**config.mk**
```make
export PLATFORM = sky130hd
export DESIGN_NAME = indexed_binary_heap
export DESIGN_NICKNAME = d
export VERILOG_FILES = /design/src/rtl/ibh_pkg.sv /design/src/rtl/indexed_binary_heap.sv
export SDC_FILE = /design/constraint.sdc
export NUM_CORES = 2
export LEC_CHECK = 0
export BUFFER_PORTS_ARGS = -buffer_cell sky130_fd_sc_hd__buf_2
export CAP_MARGIN = 0
export CORE_MARGIN = 2
export CORE_UTILIZATION = 40
export CTS_BUF_LIST = sky130_fd_sc_hd__clkbuf_8
export DETAILED_ROUTE_END_ITERATION = 10
export GPL_ROUTABILITY_DRIVEN = 0
export PLACE_DENSITY = 0.61
export SLEW_MARGIN = 40
export SYNTH_ARGS = -nofsm -noshare
export SYNTH_HDL_FRONTEND = slang
export SYNTH_SLANG_ARGS = --single-unit
export TNS_END_PERCENT = 50
```
**constraint.sdc**
```tcl
create_clock -name clk -period 12.75 [get_ports clk]
set_input_delay 3.825 -clock clk [delete_from_list [all_inputs] [get_ports clk]]
set_output_delay 3.825 -clock clk [all_outputs]
set_load 0.005 [all_outputs]
```
**src/rtl/ibh_pkg.sv**
```systemverilog
`default_nettype none
package ibh_pkg;
    localparam int ID_BITS = 6;
    localparam int ID_COUNT = 64;

    localparam logic [1:0] OP_INSERT = 2'd0;
    localparam logic [1:0] OP_POP = 2'd1;
    localparam logic [1:0] OP_REMOVE = 2'd2;
    localparam logic [1:0] OP_NOP = 2'd3;

    localparam logic [2:0] ST_OK = 3'd0;
    localparam logic [2:0] ST_FULL = 3'd1;
    localparam logic [2:0] ST_EMPTY = 3'd2;
    localparam logic [2:0] ST_ABSENT = 3'd3;
    localparam logic [2:0] ST_DUP = 3'd4;
endpackage
`default_nettype wire

```
**src/rtl/indexed_binary_heap.sv**
```systemverilog
`default_nettype none
// indexed binary heap priority queue of (key, id) entries
// command channel: raise start with op, item_key and item_id while busy is low;
// the command is taken on that edge and busy rises at once
// ops: insert, remove top, remove by id; order_mode picks min or max on top
// configuration: cfg_valid/cfg_ready write channel for order_mode, taken when idle
// one result per command, shown for one cycle with done high: top_key, top_id,
// entry_total, is_empty and status
// the receiver cannot stall: a result must be captured in its done cycle
// latency from the accepting edge to done, for 64 entries: 4 cycles for a
// command that changes nothing, up to 18 for an insert (2 cycles per level of
// sift up) and up to 29 for a removal (4 cycles per level of sift down)
// busy drops in the cycle after done, so one command takes 5 to 30 cycles
// one shared compare unit and the single port of each slot memory set the rate
// every memory step is read, compare, write over the sequencer states
// reset clears the entry count, the presence bits and order_mode; the slot
// memories need no clearing since only filled slots are read
module indexed_binary_heap
    import ibh_pkg::*;
#(
    parameter int CAPACITY = 64,
    parameter int KEY_BITS = 32
)
(
    input  wire logic                       clk,
    input  wire logic                       rst_n,
    input  wire logic                       start,
    output logic                            busy,
    input  wire logic [1:0]                 op,
    input  wire logic [31:0]                item_key,
    input  wire logic [ID_BITS-1:0]         item_id,
    input  wire logic                       cfg_valid,
    output logic                            cfg_ready,
    input  wire logic                       cfg_data,
    output logic                            done,
    output logic [31:0]                     top_key,
    output logic [ID_BITS-1:0]              top_id,
    output logic [6:0]                      entry_total,
    output logic                            is_empty,
    output logic [2:0]                      status
);
    localparam int SB = $clog2(CAPACITY);
    localparam int CB = $clog2(CAPACITY + 1);

    localparam logic [3:0] S_IDLE  = 4'd0;
    localparam logic [3:0] S_CHECK = 4'd1;
    localparam logic [3:0] S_RDA   = 4'd2;
    localparam logic [3:0] S_RDB   = 4'd3;
    localparam logic [3:0] S_DECIDE = 4'd4;
    localparam logic [3:0] S_UPRD  = 4'd5;
    localparam logic [3:0] S_UPCMP = 4'd6;
    localparam logic [3:0] S_DNRDL = 4'd7;
    localparam logic [3:0] S_DNRDR = 4'd8;
    localparam logic [3:0] S_DNCMP = 4'd9;
    localparam logic [3:0] S_PLACE = 4'd10;
    localparam logic [3:0] S_TOP   = 4'd11;
    localparam logic [3:0] S_TOPW  = 4'd12;
    localparam logic [3:0] S_DONE  = 4'd13;
    localparam logic [3:0] S_SLOTW = 4'd14;

    logic [KEY_BITS-1:0] key_mem [CAPACITY];
    logic [ID_BITS-1:0]  id_mem  [CAPACITY];
    logic [SB-1:0]       pos_mem [ID_COUNT];

    logic [3:0]          state_reg, state_next;
    logic [CB-1:0]       count_reg, count_next;
    logic [ID_COUNT-1:0] present_reg, present_next;
    logic                order_reg;
    logic [1:0]          op_reg, op_next;
    logic [KEY_BITS-1:0] key_reg, key_next;     // entry being placed
    logic [ID_BITS-1:0]  id_reg, id_next;
    logic [SB-1:0]       pos_reg, pos_next;     // hole slot
    logic [KEY_BITS-1:0] ka_reg, ka_next;       // operand a of compare
    logic [ID_BITS-1:0]  ia_reg, ia_next;
    logic [SB-1:0]       cpos_reg, cpos_next;   // candidate slot
    logic [2:0]          stat_reg, stat_next;
    logic [KEY_BITS-1:0] topk_reg, topk_next;
    logic [ID_BITS-1:0]  topi_reg, topi_next;

    // memory port control
    logic                mem_re;
    logic [SB-1:0]       mem_raddr;
    logic                mem_we;
    logic [SB-1:0]       mem_waddr;
    logic [KEY_BITS-1:0] mem_wkey;
    logic [ID_BITS-1:0]  mem_wid;
    logic [KEY_BITS-1:0] rd_key;
    logic [ID_BITS-1:0]  rd_id;
    logic                pm_re;
    logic [ID_BITS-1:0]  pm_raddr;
    logic [SB-1:0]       rd_pos;

    // shared compare unit: true when x must sit above y
    logic [KEY_BITS-1:0] cmp_x, cmp_y;
    logic                cmp_before;
    assign cmp_before = order_reg ? (cmp_x > cmp_y) : (cmp_x < cmp_y);

    logic [SB:0]   left_w;
    logic [SB:0]   right_w;
    logic [SB-1:0] parent_w;
    assign left_w   = {pos_reg, 1'b1};
    assign right_w  = left_w + (SB+1)'(1);
    assign parent_w = (pos_reg - SB'(1)) >> 1;

    always_ff @(posedge clk)
    begin
        if (mem_we)
        begin
            key_mem[mem_waddr] <= mem_wkey;
            id_mem[mem_waddr]  <= mem_wid;
            pos_mem[mem_wid]   <= mem_waddr;
        end
        if (mem_re)
        begin
            rd_key <= key_mem[mem_raddr];
            rd_id  <= id_mem[mem_raddr];
        end
        if (pm_re)
        begin
            rd_pos <= pos_mem[pm_raddr];
        end
    end

    assign busy      = (state_reg != S_IDLE);
    assign cfg_ready = ~busy;

    always_comb
    begin
        state_next   = state_reg;
        count_next   = count_reg;
        present_next = present_reg;
        op_next      = op_reg;
        key_next     = key_reg;
        id_next      = id_reg;
        pos_next     = pos_reg;
        ka_next      = ka_reg;
        ia_next      = ia_reg;
        cpos_next    = cpos_reg;
        stat_next    = stat_reg;
        topk_next    = topk_reg;
        topi_next    = topi_reg;
        mem_re       = 1'b0;
        mem_raddr    = '0;
        mem_we       = 1'b0;
        mem_waddr    = pos_reg;
        mem_wkey     = key_reg;
        mem_wid      = id_reg;
        pm_re        = 1'b0;
        pm_raddr     = id_reg;
        cmp_x        = key_reg;
        cmp_y        = ka_reg;
        case (state_reg)
            S_IDLE:
            begin
                if (start)
                begin
                    op_next   = op;
                    key_next  = KEY_BITS'(item_key);
                    id_next   = item_id;
                    stat_next = ST_OK;
                    pm_re     = 1'b1;
                    pm_raddr  = item_id;
                    state_next = S_CHECK;
                end
            end
            S_CHECK:
            begin
                state_next = S_TOP;
                case (op_reg)
                    OP_INSERT:
                    begin
                        if (count_reg >= CB'(CAPACITY))
                            stat_next = ST_FULL;
                        else if (present_reg[id_reg])
                            stat_next = ST_DUP;
                        else
                        begin
                            present_next[id_reg] = 1'b1;
                            pos_next   = count_reg[SB-1:0];
                            count_next = count_reg + CB'(1);
                            state_next = (count_reg == '0) ? S_PLACE : S_UPRD;
                        end
                    end
                    OP_POP, OP_REMOVE:
                    begin
                        if (count_reg == '0)
                            stat_next = ST_EMPTY;
                        else if (op_reg == OP_REMOVE && (!present_reg[id_reg] ||
                                 CB'(rd_pos) >= count_reg))
                            stat_next = ST_ABSENT;
                        else
                        begin
                            pos_next   = (op_reg == OP_POP) ? '0 : rd_pos;
                            mem_re     = 1'b1;
                            mem_raddr  = (op_reg == OP_POP) ? '0 : rd_pos;
                            count_next = count_reg - CB'(1);
                            state_next = S_RDA;
                        end
                    end
                    default:
                    begin
                        state_next = S_TOP;
                    end
                endcase
            end
            S_RDA:
            begin
                // rd holds the removed entry; fetch last
                present_next[rd_id] = 1'b0;
                ka_next   = rd_key;
                mem_re    = 1'b1;
                mem_raddr = count_reg[SB-1:0];
                state_next = (CB'(pos_reg) < count_reg) ? S_RDB : S_TOP;
            end
            S_RDB:
            begin
                key_next   = rd_key;
                id_next    = rd_id;
                state_next = S_DECIDE;
            end
            S_DECIDE:
            begin
                cmp_x = key_reg;
                cmp_y = ka_reg;
                state_next = cmp_before ? S_UPRD : S_DNRDL;
            end
            S_UPRD:
            begin
                if (pos_reg == '0)
                    state_next = S_PLACE;
                else
                begin
                    mem_re    = 1'b1;
                    mem_raddr = parent_w;
                    cpos_next = parent_w;
                    state_next = S_UPCMP;
                end
            end
            S_UPCMP:
            begin
                cmp_x = rd_key;
                cmp_y = key_reg;
                if (cmp_before)
                    state_next = S_PLACE;
                else
                begin
                    mem_we    = 1'b1;
                    mem_wkey  = rd_key;
                    mem_wid   = rd_id;
                    pos_next  = cpos_reg;
                    state_next = S_UPRD;
                end
            end
            S_DNRDL:
            begin
                if (left_w >= (SB+1)'(count_reg))
                    state_next = S_PLACE;
                else
                begin
                    mem_re    = 1'b1;
                    mem_raddr = left_w[SB-1:0];
                    cpos_next = left_w[SB-1:0];
                    state_next = S_DNRDR;
                end
            end
            S_DNRDR:
            begin
                ka_next = rd_key;
                ia_next = rd_id;
                if (right_w < (SB+1)'(count_reg))
                begin
                    mem_re    = 1'b1;
                    mem_raddr = right_w[SB-1:0];
                    state_next = S_DNCMP;
                end
                else
                begin
                    state_next = S_SLOTW;
                end
            end
            S_DNCMP:
            begin
                // pick child: right unless left strictly before right
                cmp_x = ka_reg;
                cmp_y = rd_key;
                if (!cmp_before)
                begin
                    ka_next   = rd_key;
                    ia_next   = rd_id;
                    cpos_next = right_w[SB-1:0];
                end
                state_next = S_SLOTW;
            end
            S_SLOTW:
            begin
                cmp_x = key_reg;
                cmp_y = ka_reg;
                if (cmp_before)
                    state_next = S_PLACE;
                else
                begin
                    mem_we   = 1'b1;
                    mem_wkey = ka_reg;
                    mem_wid  = ia_reg;
                    pos_next = cpos_reg;
                    state_next = S_DNRDL;
                end
            end
            S_PLACE:
            begin
                mem_we     = 1'b1;
                state_next = S_TOP;
            end
            S_TOP:
            begin
                mem_re     = 1'b1;
                mem_raddr  = '0;
                state_next = S_TOPW;
            end
            S_TOPW:
            begin
                topk_next  = (count_reg == '0) ? '0 : rd_key;
                topi_next  = (count_reg == '0) ? '0 : rd_id;
                state_next = S_DONE;
            end
            S_DONE:
            begin
                state_next = S_IDLE;
            end
            default:
            begin
                state_next = S_IDLE;
            end
        endcase
    end

    always_ff @(posedge clk or negedge rst_n)
    begin
        if (!rst_n)
        begin
            state_reg   <= S_IDLE;
            count_reg   <= '0;
            present_reg <= '0;
            order_reg   <= 1'b0;
        end
        else
        begin
            state_reg   <= state_next;
            count_reg   <= count_next;
            present_reg <= present_next;
            if (cfg_valid && cfg_ready)
                order_reg <= cfg_data;
        end
    end

    always_ff @(posedge clk)
    begin
        op_reg   <= op_next;
        key_reg  <= key_next;
        id_reg   <= id_next;
        pos_reg  <= pos_next;
        ka_reg   <= ka_next;
        ia_reg   <= ia_next;
        cpos_reg <= cpos_next;
        stat_reg <= stat_next;
        topk_reg <= topk_next;
        topi_reg <= topi_next;
    end

    assign done        = (state_reg == S_DONE);
    assign top_key     = 32'(topk_reg);
    assign top_id      = topi_reg;
    assign entry_total = 7'(count_reg);
    assign is_empty    = (count_reg == '0);
    assign status      = stat_reg;
endmodule
`default_nettype wire
```
==> results.cfg <==
[status]
status = finished with violations
violations = design-rule violations

[clocking]
cts_tree = done
clkLatencyLatePin_ns = 1.08
cts_setup_buffers = 0
cts_root_buffer = clkbuf_8
cts.sinks = 3067
clkTransAtPathRegs_ns = 0.07
cts_max_path_buffers = 4
cts_buffers = 479
cts-resized-gates = 0
htreeDepth = 5
hold_buffers = 0

[logic_synthesis]
syn_inst = 8320
yosysTopAreaCell = edfxtp_1
syn_area_sq_um = 123000
synth_cell_type_count = 72
synthArstFlopShare_pct = 2.48
synthTopCellsByArea = edfxtp_1 73%, a21oi_1 4.8%, a221oi_1 4.4%
synth_simple_gate_area_share_pct = 6.29
synth_flop_cell = edfxtp_1
synth-edff-count = 2991
synth_fa_ha_area_share_pct = 0.689
synth_area_per_cell_sq_um = 14.7
muxShareOfSynthArea_pct = 3.16
yosysSeqAreaShare_pct = 74.7
synth_seq_cells = 3067
yosys.area.top_type_share_pct = 73.2
synth_top_family_by_area = compound AO/OA/AOI/OAI gates
yosys_warnings = 0
synth_xor_area_share_pct = 0.114
synth_nets = 8432
synth_compound_area_share_pct = 12.8

[setup_path]
crit_path_max_fanout = 79
ff2ff_setup_slack_ns = 4.29
worstPathRequired_ns = 13.36
path_class = reg -> reg
worstPathArrival_ns = 9.07
end_kind = flip-flop
startpoint_type = flip-flop

[final_layout]
largest_register = key_mem
mostFrequentLayoutCell = edfxtp_1
largest_register_ffs = 2048
final_cell_mix = 2991 x edfxtp_1, 1416 x nand2_1, 1174 x a21oi_1
multiInputGateArea_sq_um = 30000
finish.utilization_pct = 45.4
nFillCells = 26700
fin_nets = 8681
final-seq-area_sq_um = 91700
layout-drive-gt1-share_pct = 14.5
synthToLayoutAreaGrowth_pct = 13.1
reg_top3 = key_mem: 2048 flops, id_mem: 384 flops, pos_mem: 384 flops

[drt]
ant_nets = 0
drt_iter0_markers = 11400
wl_um = 382000
route.detailed.drc = 1
wl_per_cell_um = 29.3
vias_per_cell = 6.13
firstDrtPassIters = 11
route.vias.total = 80000

[floorplan]
fp-row-count = 203
ios = 97
die_y_um = 558
die_area_sq_um = 311000
initial_utilization_pct = 40.2
die_w_um = 558
coreArea_sq_um = 306000

[timing]
period_minus_slack_ns = 8.46
finalCritPeriodShare_pct = 66.4
hold_ws_ns = 0.510
tightest_slew_ns = 1.00
slew_headroom_pct = 33.1
setup_ws_ns = 4.29
hold_viol = 0
fmax_mhz = 118
clock_skew_ns = 0.102
setup_viol = 0
grt_setup_unrepaired = false
slew_violations = 0
fin_setup_tns_ns = 0

[power_and_ir_drop]
peakVddDrop_mv = 0.188
p_leak_nw = 46.8
power_density_nw_per_um2 = 234

[min_path]
hold_class = reg -> reg

[global_routing]
antenna_found_initial = 10
grt_pass1_vias = 76200
grt_pass1_wl_um = 544000
grt_max_degree = 169
grt_usage_pct = 23.9
gr-total-overflow = 0

[placed_design]
pre_cts_ws_ns = 4.46
port_buffers = 96
dp_hpwl_um = 214000

[flow_run]
cap_viol_max_count = 0
==> critical path: stages (launching register included) <==
cell	delay [ns]
dfrtp_1	0.69
inv_1	0.24
nand2_1	0.31
nor2_4	0.05
buf_6	0.26
nor2_4	0.58
buf_4	0.47
a21oi_1	0.13
ha_1	0.32
nor2b_1	0.14
o21a_1	0.16
o21a_1	0.16
o21a_1	0.16
o21a_1	0.15
o21ai_0	0.16
a21oi_1	0.09
o21ai_0	0.63
a21o_1	0.49
a31oi_1	0.26
nand2b_4	0.45
buf_4	0.46
nor3_2	0.71
buf_4	0.78
==> per-layer routing <==
metal  routed length [um]  GRT usage, %  vias up
li1                     -             -    33400
met3                41800          5.12      851
met2               172000          36.3     4880
met5                    0             0        -
met1               152000          33.4    40900
met4                16200          9.72        0
==> final timing paths <==
kind                            startpoint              end  cells after the start
setup / recovery              state_reg[0]   key_mem[35][9]                     22
hold / removal             present_reg[11]  present_reg[11]                      2
setup reg to reg              state_reg[0]   key_mem[35][9]                     22
hold reg to reg            present_reg[11]  present_reg[11]                      2
max in group asynchronous            rst_n  present_reg[25]                      2
min in group asynchronous            rst_n   entry_total[4]                      2
==> power breakdown <==
group | internal (mW) | switching [mW]
combinational | 3.11 | 8.33
sequential | 12.9 | 0.492
clock | 3.80 | 3.84
==> final cells by class <==
class,count,share of cell area [%]
flip-flops and latches,3067,66.1
diodes,1,0.00180
clock inverters,374,1.37
well taps,4100,3.69
inverters,27,0.0730
repair buffers,396,2.31
multi-input cells,4598,21.6
clock buffers,490,4.86
==> cell families (layout without fill, tap and decap cells) <==
| kind of cell | Yosys count | after routing |
|---|---|---|
| flip-flops | 3067 | 3067 |
| AO/OA/AOI/OAI | 2406 | 2406 |
| AND/OR/NAND/NOR | 1845 | 1845 |
| buffers and inverters | 655 | 1287 |
| multiplexers | 264 | 264 |
| adder cells (fa/ha/maj) | 67 | 67 |
| XOR/XNOR | 16 | 16 |
| other | 0 | 1 |
==> per-stage QoR <==
| stage | area (sq um) | instances | total power [mW] |
|---|---|---|---|
| after floorplan | 123000 | 8320 | 20.3 |
| after global routing | 139000 | 13100 | 33.8 |
| after detailed placement | 130000 | 12200 | 24.8 |
| after CTS | 139000 | 13000 | 32.4 |
| after global placement | 129000 | 12200 | 24.4 |
| final | 139000 | 13100 | 32.5 |
==> Yosys cell counts, types with 5 or more instances <==
| master | instances |
|---|---|
| mux2i_1 | 158 |
| o21ai_0 | 180 |
| nand4_1 | 13 |
| buf_4 | 6 |
| buf_2 | 145 |
| o41ai_1 | 116 |
| o21a_1 | 5 |
| a22oi_1 | 51 |
| a221oi_1 | 618 |
| edfxtp_1 | 2991 |
| mux2_2 | 8 |
| xnor2_1 | 9 |
| or3_1 | 6 |
| mux4_2 | 98 |
| buf_1 | 57 |
| ha_1 | 66 |
| a311oi_1 | 13 |
| and2_1 | 69 |
| clkbuf_1 | 417 |
| nand2_1 | 1420 |
| or2_2 | 6 |
| a22o_1 | 38 |
| o2111ai_1 | 40 |
| nor4_1 | 75 |
| a31oi_1 | 15 |
| inv_1 | 26 |
| nand3b_1 | 9 |
| nor3b_1 | 9 |
| xor2_1 | 7 |
| o2bb2ai_1 | 24 |
| nand3_1 | 25 |
| a21oi_1 | 1178 |
| a211oi_1 | 37 |
| nand2b_1 | 16 |
| nor2b_1 | 26 |
| o22ai_1 | 33 |
| nor2_1 | 65 |
| nor3_1 | 95 |
| a21o_1 | 21 |
| dfrtp_1 | 76 |
Power figures use the tool's default switching activity.
